$ cat config.mk
export PLATFORM = sky130hd
export DESIGN_NAME = dhcp_option_mask_gateway_extract
export DESIGN_NICKNAME = d
export VERILOG_FILES = /design/src/rtl/core/dhcpomg_pkg.sv /design/src/rtl/core/dhcpomg_parse.sv /design/src/rtl/core/dhcpomg_out.sv /design/src/rtl/core/dhcp_option_mask_gateway_extract.sv
export SDC_FILE = /design/constraint.sdc
export NUM_CORES = 1
export LEC_CHECK = 0
export ABC_AREA = 1
export ABC_CLOCK_PERIOD_IN_PS = 12800
export BUFFER_PORTS_ARGS = -buffer_cell sky130_fd_sc_hd__buf_4
export CORE_ASPECT_RATIO = 1.4
export CORE_MARGIN = 2
export CORE_UTILIZATION = 45
export CTS_CLUSTER_DIAMETER = 100
export DETAILED_ROUTE_END_ITERATION = 10
export REMOVE_ABC_BUFFERS = 1
export SYNTH_ARGS = -nofsm -noshare
export SYNTH_HDL_FRONTEND = slang
export SYNTH_SLANG_ARGS = --single-unit
$ cat constraint.sdc
create_clock -name i_clk -period 12.8 [get_ports i_clk]
set_clock_uncertainty 0.1 [all_clocks]
set_input_delay 0.64 -clock i_clk [delete_from_list [all_inputs] [get_ports i_clk]]
set_output_delay 0.64 -clock i_clk [all_outputs]
set_load 0.01 [all_outputs]
$ cat src/rtl/core/dhcpomg_pkg.sv
// shared types and constants for the dhcp option mask and gateway extractor
`timescale 1ns / 1ps
`default_nettype none

package dhcpomg_pkg;

    // default size of the options area in bytes
    localparam int OPTION_AREA_BYTES_DEF = 256;

    // option codes
    localparam logic [7:0] CODE_PAD    = 8'd0;
    localparam logic [7:0] CODE_MASK   = 8'd1;
    localparam logic [7:0] CODE_ROUTER = 8'd3;
    localparam logic [7:0] CODE_END    = 8'd255;

    // value length of an ipv4 address option
    localparam logic [7:0] ADDR_LEN = 8'd4;

    // parse phase, one-hot
    typedef enum logic [3:0] {
        PH_CODE  = 4'b0001,
        PH_LEN   = 4'b0010,
        PH_VALUE = 4'b0100,
        PH_DONE  = 4'b1000
    } t_phase;

    // where the value of the current record goes
    typedef enum logic [1:0] {
        TGT_NONE = 2'd0,
        TGT_MASK = 2'd1,
        TGT_GATE = 2'd2
    } t_target;

    typedef struct packed {
        logic [7:0] opt_byte;
        logic       last_byte;
    } t_in_beat;

    typedef struct packed {
        logic [31:0] subnet_mask;
        logic [31:0] gateway;
        logic        mask_found;
        logic        gateway_found;
        logic        malformed;
    } t_out_beat;

endpackage

`default_nettype wire

$ cat src/rtl/core/dhcpomg_parse.sv
// option record walker: phase tracking, value capture and result forming
`timescale 1ns / 1ps
`default_nettype none

module dhcpomg_parse #(
    parameter int OPTION_AREA_BYTES = dhcpomg_pkg::OPTION_AREA_BYTES_DEF
) (
    input  wire logic                  i_clk,
    input  wire logic                  i_rst_n,
    input  wire logic                  i_beat_valid,
    input  wire dhcpomg_pkg::t_in_beat i_beat,
    output logic                       o_res_valid,
    output dhcpomg_pkg::t_out_beat     o_res
);

    localparam int CNT_W = $clog2(OPTION_AREA_BYTES + 1);

    dhcpomg_pkg::t_phase  r_phase, n_phase;
    dhcpomg_pkg::t_target r_target, n_target;
    logic [7:0]           r_bytes_left, n_bytes_left;
    logic [31:0]          r_value_acc, n_value_acc;
    logic [31:0]          r_mask_shift, n_mask_shift;
    logic [31:0]          r_gate_shift, n_gate_shift;
    logic                 r_mask_seen, n_mask_seen;
    logic                 r_gate_seen, n_gate_seen;
    logic                 r_bad_seen, n_bad_seen;
    logic [CNT_W-1:0]     r_byte_count, n_byte_count;
    logic [7:0]           w_byte;
    logic [7:0]           w_left_dec;
    logic                 w_open;

    assign w_byte     = i_beat.opt_byte;
    assign w_left_dec = r_bytes_left - 8'd1;

    always_comb begin
        n_phase      = r_phase;
        n_target     = r_target;
        n_bytes_left = r_bytes_left;
        n_value_acc  = r_value_acc;
        n_mask_shift = r_mask_shift;
        n_gate_shift = r_gate_shift;
        n_mask_seen  = r_mask_seen;
        n_gate_seen  = r_gate_seen;
        n_bad_seen   = r_bad_seen;
        n_byte_count = r_byte_count;

        // bytes past the area size are ignored
        if (r_byte_count < CNT_W'(OPTION_AREA_BYTES)) begin
            n_byte_count = r_byte_count + CNT_W'(1);
            unique case (r_phase)
                dhcpomg_pkg::PH_CODE: begin
                    if (w_byte == dhcpomg_pkg::CODE_END) begin
                        n_phase = dhcpomg_pkg::PH_DONE;
                    end else if (w_byte != dhcpomg_pkg::CODE_PAD) begin
                        if (w_byte == dhcpomg_pkg::CODE_MASK) begin
                            n_target = dhcpomg_pkg::TGT_MASK;
                        end else if (w_byte == dhcpomg_pkg::CODE_ROUTER) begin
                            n_target = dhcpomg_pkg::TGT_GATE;
                        end else begin
                            n_target = dhcpomg_pkg::TGT_NONE;
                        end
                        n_phase = dhcpomg_pkg::PH_LEN;
                    end
                end
                dhcpomg_pkg::PH_LEN: begin
                    n_bytes_left = w_byte;
                    n_value_acc  = '0;
                    if (r_target != dhcpomg_pkg::TGT_NONE && w_byte != dhcpomg_pkg::ADDR_LEN) begin
                        n_bad_seen = 1'b1;
                        n_target   = dhcpomg_pkg::TGT_NONE;
                    end
                    if (w_byte == 8'd0) begin
                        n_target = dhcpomg_pkg::TGT_NONE;
                        n_phase  = dhcpomg_pkg::PH_CODE;
                    end else begin
                        n_phase = dhcpomg_pkg::PH_VALUE;
                    end
                end
                dhcpomg_pkg::PH_VALUE: begin
                    n_value_acc  = {r_value_acc[23:0], w_byte};
                    n_bytes_left = w_left_dec;
                    if (w_left_dec == 8'd0) begin
                        if (r_target == dhcpomg_pkg::TGT_MASK) begin
                            n_mask_shift = {r_value_acc[23:0], w_byte};
                            n_mask_seen  = 1'b1;
                        end else if (r_target == dhcpomg_pkg::TGT_GATE) begin
                            n_gate_shift = {r_value_acc[23:0], w_byte};
                            n_gate_seen  = 1'b1;
                        end
                        n_target    = dhcpomg_pkg::TGT_NONE;
                        n_value_acc = '0;
                        n_phase     = dhcpomg_pkg::PH_CODE;
                    end
                end
                dhcpomg_pkg::PH_DONE: begin
                end
                default: begin
                end
            endcase
        end
    end

    // a record still open on the last byte is truncated
    assign w_open = (n_phase == dhcpomg_pkg::PH_LEN) || (n_phase == dhcpomg_pkg::PH_VALUE);

    always_comb begin
        o_res_valid         = i_beat_valid && i_beat.last_byte;
        o_res.subnet_mask   = n_mask_seen ? n_mask_shift : 32'd0;
        o_res.gateway       = n_gate_seen ? n_gate_shift : 32'd0;
        o_res.mask_found    = n_mask_seen;
        o_res.gateway_found = n_gate_seen;
        o_res.malformed     = n_bad_seen || w_open;
    end

    always_ff @(posedge i_clk) begin
        if (!i_rst_n || (i_beat_valid && i_beat.last_byte)) begin
            r_phase      <= dhcpomg_pkg::PH_CODE;
            r_target     <= dhcpomg_pkg::TGT_NONE;
            r_bytes_left <= '0;
            r_value_acc  <= '0;
            r_mask_shift <= '0;
            r_gate_shift <= '0;
            r_mask_seen  <= 1'b0;
            r_gate_seen  <= 1'b0;
            r_bad_seen   <= 1'b0;
            r_byte_count <= '0;
        end else if (i_beat_valid) begin
            r_phase      <= n_phase;
            r_target     <= n_target;
            r_bytes_left <= n_bytes_left;
            r_value_acc  <= n_value_acc;
            r_mask_shift <= n_mask_shift;
            r_gate_shift <= n_gate_shift;
            r_mask_seen  <= n_mask_seen;
            r_gate_seen  <= n_gate_seen;
            r_bad_seen   <= n_bad_seen;
            r_byte_count <= n_byte_count;
        end
    end

    a_count_bound: assert property (@(posedge i_clk) disable iff (!i_rst_n)
        r_byte_count <= CNT_W'(OPTION_AREA_BYTES))
        else $error("byte count past area size");

    a_value_left: assert property (@(posedge i_clk) disable iff (!i_rst_n)
        r_phase == dhcpomg_pkg::PH_VALUE |-> r_bytes_left != 8'd0)
        else $error("value phase with no bytes left");

    a_target_open: assert property (@(posedge i_clk) disable iff (!i_rst_n)
        r_target != dhcpomg_pkg::TGT_NONE |->
            (r_phase == dhcpomg_pkg::PH_LEN || r_phase == dhcpomg_pkg::PH_VALUE))
        else $error("capture target outside an open record");

    a_last_resets: assert property (@(posedge i_clk) disable iff (!i_rst_n)
        i_beat_valid && i_beat.last_byte |=>
            r_phase == dhcpomg_pkg::PH_CODE && !r_mask_seen && !r_gate_seen && !r_bad_seen)
        else $error("state not cleared after last byte");

endmodule

`default_nettype wire

$ cat src/rtl/core/dhcpomg_out.sv
// result register with valid and stall toward the consumer
`timescale 1ns / 1ps
`default_nettype none

module dhcpomg_out (
    input  wire logic                   i_clk,
    input  wire logic                   i_rst_n,
    input  wire logic                   i_load,
    input  wire dhcpomg_pkg::t_out_beat i_res,
    input  wire logic                   i_out_stall,
    output logic                        o_out_valid,
    output dhcpomg_pkg::t_out_beat      o_out_beat
);

    logic                   r_valid;
    dhcpomg_pkg::t_out_beat r_beat;

    always_ff @(posedge i_clk) begin
        if (!i_rst_n) begin
            r_valid <= 1'b0;
        end else if (i_load) begin
            r_valid <= 1'b1;
        end else if (!i_out_stall) begin
            r_valid <= 1'b0;
        end
    end

    always_ff @(posedge i_clk) begin
        if (i_load) begin
            r_beat <= i_res;
        end
    end

    assign o_out_valid = r_valid;
    assign o_out_beat  = r_beat;

    a_no_overwrite: assert property (@(posedge i_clk) disable iff (!i_rst_n)
        i_load |-> !(r_valid && i_out_stall))
        else $error("result loaded over a stalled beat");

    a_hold_data: assert property (@(posedge i_clk) disable iff (!i_rst_n)
        r_valid && i_out_stall |=> r_valid && $stable(r_beat))
        else $error("stalled result lost");

    a_found_zero: assert property (@(posedge i_clk) disable iff (!i_rst_n)
        r_valid && !r_beat.mask_found |-> r_beat.subnet_mask == 32'd0)
        else $error("mask nonzero without option");

endmodule

`default_nettype wire

$ cat src/rtl/core/dhcp_option_mask_gateway_extract.sv
// top level of the dhcp option walker that extracts subnet mask and gateway
// path: an accepted last byte passes the input register, then the result register, before its result shows
// throughput: one option byte per cycle while no result is stalled at the output, set by the single-pass record walker
// stall: while a result sits stalled at the output the walker holds, the input
// register takes one more byte if it is empty and then the input channel stalls
// reset: synchronous active low, clears all parse state and both valid flags
`timescale 1ns / 1ps
`default_nettype none

module dhcp_option_mask_gateway_extract #(
    parameter int OPTION_AREA_BYTES = dhcpomg_pkg::OPTION_AREA_BYTES_DEF
) (
    input  wire logic                   i_clk,
    input  wire logic                   i_rst_n,
    // option byte channel
    input  wire logic                   i_in_valid,
    output logic                        o_in_stall,
    input  wire dhcpomg_pkg::t_in_beat  i_in_beat,
    // result channel
    output logic                        o_out_valid,
    input  wire logic                   i_out_stall,
    output dhcpomg_pkg::t_out_beat      o_out_beat
);

    // input register
    logic                   r_in_valid;
    dhcpomg_pkg::t_in_beat  r_in_beat;

    logic                   w_blocked;
    logic                   w_advance;
    logic                   w_accept;
    logic                   w_res_valid;
    dhcpomg_pkg::t_out_beat w_res;

    // the held beat waits only while a result sits stalled at the output
    assign w_blocked  = o_out_valid && i_out_stall;
    assign w_advance  = r_in_valid && !w_blocked;
    assign o_in_stall = r_in_valid && w_blocked;
    assign w_accept   = i_in_valid && !o_in_stall;

    always_ff @(posedge i_clk) begin
        if (!i_rst_n) begin
            r_in_valid <= 1'b0;
        end else if (w_accept) begin
            r_in_valid <= 1'b1;
        end else if (w_advance) begin
            r_in_valid <= 1'b0;
        end
    end

    // payload needs no reset
    always_ff @(posedge i_clk) begin
        if (w_accept) begin
            r_in_beat <= i_in_beat;
        end
    end

    // record walker, one byte per advancing beat
    dhcpomg_parse #(
        .OPTION_AREA_BYTES(OPTION_AREA_BYTES)
    ) u_parse (
        .i_clk       (i_clk),
        .i_rst_n     (i_rst_n),
        .i_beat_valid(w_advance),
        .i_beat      (r_in_beat),
        .o_res_valid (w_res_valid),
        .o_res       (w_res)
    );

    // result register, loaded on the beat marked last
    dhcpomg_out u_out (
        .i_clk      (i_clk),
        .i_rst_n    (i_rst_n),
        .i_load     (w_res_valid),
        .i_res      (w_res),
        .i_out_stall(i_out_stall),
        .o_out_valid(o_out_valid),
        .o_out_beat (o_out_beat)
    );

    // the held beat moves on unless the result side is backed up
    a_advance_free: assert property (@(posedge i_clk) disable iff (!i_rst_n)
        r_in_valid && !(o_out_valid && i_out_stall) |=> !r_in_valid || $past(w_accept))
        else $error("input beat held without back pressure");

    // a result only follows a beat marked last
    a_result_cause: assert property (@(posedge i_clk) disable iff (!i_rst_n)
        $rose(o_out_valid) |-> $past(w_advance && r_in_beat.last_byte))
        else $error("result without last byte");

    // no new result is formed while one is stalled
    a_no_drop: assert property (@(posedge i_clk) disable iff (!i_rst_n)
        o_out_valid && i_out_stall |-> !w_res_valid)
        else $error("result formed over stalled beat");

endmodule

`default_nettype wire
==> load_flow_metrics.sql <==
INSERT INTO impl_metrics (metric_group, metric, value, unit) VALUES
('timing', 'max_freq', '0.2715', 'GHz'),
('cells_and_area', 'area.growth.synth_to_final', '16.43', '%'),
('detailed_routing', 'routed-via-count', '6565', ''),
('synthesis', 'synthXorXnorAreaFrac', '0.2121', '%'),
('hold_path', 'timing.hold.worst.class', 'input pin to flop', ''),
('synthesis', 'synth-async-reset-ratio', '0', '%'),
('floorplan', 'fp.coreArea', '18000', 'um2'),
('floorplan', 'num_rows', '58', ''),
('synthesis', 'yosys.area.top_type', 'sky130_fd_sc_hd__dfxtp_1', ''),
('setup_path', 'r2r.worst_path.cells', '9', ''),
('floorplan', 'start_util', '45.90', '%'),
('cts', 'cts_buffer_depth', '2', ''),
('detailed_routing', 'routed.top_layer', 'met4', ''),
('setup_path', 'critical-path-top-delay-family', 'simple AND/OR/NAND/NOR gates', ''),
('timing', 'setup_violations', '0', ''),
('pwr', 'pleak', '0.003926', 'uW'),
('setup_path', 'critical-path-slowest-cell', 'sky130_fd_sc_hd__nor2_4', ''),
('setup_path', 'crit_arrival', '3850', 'ps'),
('synthesis', 'yosys.cell_types.count', '33', ''),
('run_status', 'status', 'completed', ''),
('detailed_routing', 'drt-vias-per-instance', '4.985', ''),
('cts', 'cts.hold.buffers_added', '0', ''),
('global_route', 'grt.overflow.total', '0', ''),
('setup_path', 'worst_path_most_repeated_cell', 'sky130_fd_sc_hd__clkinv_1', ''),
('synthesis', 'synth-warning-count', '0', ''),
('cts', 'tritoncts.num_buffers', '17', ''),
('cts', 'cts_root_buffer', 'sky130_fd_sc_hd__clkbuf_16', ''),
('detailed_routing', 'met3_wirelength', '690', 'um'),
('detailed_routing', 'drcViolationCount', '0', ''),
('detailed_routing', 'dr.pass1.iters', '5', ''),
('placement', 'placement.setup.worst_slack', '8733', 'ps'),
('setup_path', 'crit_type', 'flop to flop', ''),
('detailed_routing', 'route.detailed.wl_per_inst', '13.77', 'um'),
('global_route', 'global_route.usage.total', '19.37', '%'),
('detailed_routing', 'wl_met1', '7.931', 'mm'),
('global_route', 'grt_pass1_wl', '29.81', 'mm'),
('cells_and_area', 'design.final.nets', '1080', ''),
('detailed_routing', 'drtAntennaViolNets', '0', ''),
('global_route', 'grt_antenna_before_repair', '0', ''),
('setup_path', 'crit_path_cell_trace', 'inv_1 -> nand4_1 -> clkinv_1 -> buf_4 -> nor2_1 -> nor2_4 -> clkinv_1 -> a21oi_1 -> a221oi_1', ''),
('detailed_routing', 'met2WireLength', '9.110', 'mm'),
('synthesis', 'ys_seq_area_share', '55.74', '%'),
('setup_path', 'end_kind', 'flop', ''),
('detailed_routing', 'drt_first_iter_violations', '410', ''),
('cts', 'post_cts_repair_setup_buffers', '0', ''),
('placement', 'post-dp-hpwl', '11.31', 'mm'),
('timing', 'finalWorstSetupSlack', '9116', 'ps'),
('synthesis', 'synth_simple_gate_area_share', '23.80', '%'),
('detailed_routing', 'drt-total-wl', '18.14', 'mm'),
('placement', 'globalplace.congestion', '0.8367', ''),
('synthesis', 'synth-adder-area-share', '0.4544', '%'),
('pwr', 'power-per-cell-area', '136.3', 'nW/um2'),
('hold_path', 'holdPathStages', '1', ''),
('timing', 'tns', '0', 'ps'),
('pwr', 'vdd.ir_drop.worst', '85.50', 'uV'),
('cells_and_area', 'final_design_area_no_fill', '9618', 'um2'),
('synthesis', 'postSynthRegisterBits', '192', ''),
('cts', 'cts_tree', 'done', ''),
('job', 'cap_violations', '0', ''),
('placement', 'place.port_buffers', '81', ''),
('timing', 'timing_max_transition_violations_final', '0', ''),
('synthesis', 'post_synth_mux_area_share', '0', '%'),
('setup_path', 'crit_required', '12970', 'ps'),
('synthesis', 'synth_compound_area_share', '11.86', '%'),
('global_route', 'grt_start_max_net_pins', '72', ''),
('floorplan', 'die_area', '19470', 'um2'),
('synthesis', 'synthFlopType', 'sky130_fd_sc_hd__dfxtp_1', ''),
('timing', 'pin_slew_with_the_least_headroom_to_its_limit', '1103', 'ps'),
('setup_path', 'timing.critical_path.depth', '9', ''),
('cts', 'clk_latency', '430', 'ps'),
('timing', 'post-route-period-util', '28.78', '%');
==> logic make-up (layout without fill, tap and decap cells) <==
group,Yosys count,after routing
flops,192,192
fa+ha+maj,3,3
compound gates,188,188
xor+xnor,2,2
buf+inv,157,221
simple gates,471,471
==> placed cells by master, fill, tap and decap left out, types with 3 or more instances in the layout <==
cell                        instances
sky130_fd_sc_hd__nand3_1           77
sky130_fd_sc_hd__inv_1             93
sky130_fd_sc_hd__o21ai_0           59
sky130_fd_sc_hd__a31oi_1            3
sky130_fd_sc_hd__inv_2              4
sky130_fd_sc_hd__nor2_4             6
sky130_fd_sc_hd__buf_4             89
sky130_fd_sc_hd__nor2_1           176
sky130_fd_sc_hd__clkinv_1           6
sky130_fd_sc_hd__dfxtp_1          116
sky130_fd_sc_hd__a221oi_1           3
sky130_fd_sc_hd__bufinv_16          5
sky130_fd_sc_hd__nor2_2             5
sky130_fd_sc_hd__nand4_1            8
sky130_fd_sc_hd__ha_1               3
sky130_fd_sc_hd__a21oi_1           83
sky130_fd_sc_hd__nand2_1          189
sky130_fd_sc_hd__a211oi_1           3
sky130_fd_sc_hd__o21ai_1           32
sky130_fd_sc_hd__nor3_1             4
sky130_fd_sc_hd__edfxtp_1          76
sky130_fd_sc_hd__clkbuf_16         17
==> final cells by class <==
class                      count  area (um2)
clock buffer                  17       425.4
clock inverter                15       215.2
fill                        1742        8379
inverter                     100       375.4
multi-input combinational    664        3029
sequential                   192        4604
tap                          240       300.3
timing repair buffer          89       668.1
==> stage by stage <==
stage / utilization (%) / hold WS (ps) / cells / power (uW)
after floorplan: - / 333.6 / 956 / 723.8
after global placement: 49.88 / 355.4 / 1285 / 751.0
after detailed placement: 49.88 / 349.9 / 1285 / 751.8
after CTS: 53.44 / 269.9 / 1317 / 1322
after global routing: 53.44 / 267.2 / 1317 / 1358
final: 53.44 / 281.2 / 1317 / 1311
==> power by group <==
group / total, uW / internal (uW) / switching, uW
clock: 574 / 346 / 228
sequential: 661 / 651 / 10.5
combinational: 76.2 / 28.9 / 47.3
total: 1310 / 1030 / 286
==> state kept, by name (all words and copies together), names as in the netlist, 2 cells and up <==
register	cells
u_out.o_out_beat	67
u_parse.r_gate_shift	32
u_parse.r_mask_shift	32
u_parse.r_value_acc	24
r_in_beat	9
u_parse.r_byte_count	9
u_parse.r_bytes_left	8
u_parse.r_phase	4
u_parse.r_target	2
==> per-layer routing <==
metal,track usage [%],vias to the layer above
met1,23.93,3004
met3,3.403,21
met5,0,-
met4,7.197,0
li1,-,3412
met2,33.95,128
==> worst reg2reg max path, delay by kind of cell (launching register included) <==
family | cells | cell delay, ps
simple gates | 3 | 1420
buf+inv | 4 | 1300
compound gates | 2 | 400
flops | 1 | 310
==> synth_stat cells, drive strengths merged, types with 4 or more instances <==
library cell / instances
a21oi: 83
nand4: 9
nor2: 187
nand2: 192
buf: 26
dfxtp: 116
o21ai: 93
clkbuf: 31
nor3: 4
inv: 98
nand3: 77
edfxtp: 76
==> path summary, 6_finish.rpt <==
kind,start,endpoint,slack (ps)
worst min register to register,u_parse.r_bad_seen,u_parse.r_bad_seen,360
worst max register to register,u_parse.r_phase[1],u_parse.r_bytes_left[5],9120
worst max-delay path,u_parse.r_phase[1],u_parse.r_bytes_left[5],9120
worst min-delay path,i_in_beat[6],r_in_beat[6],280
No activity file was read; power rests on OpenSTA's default activity.
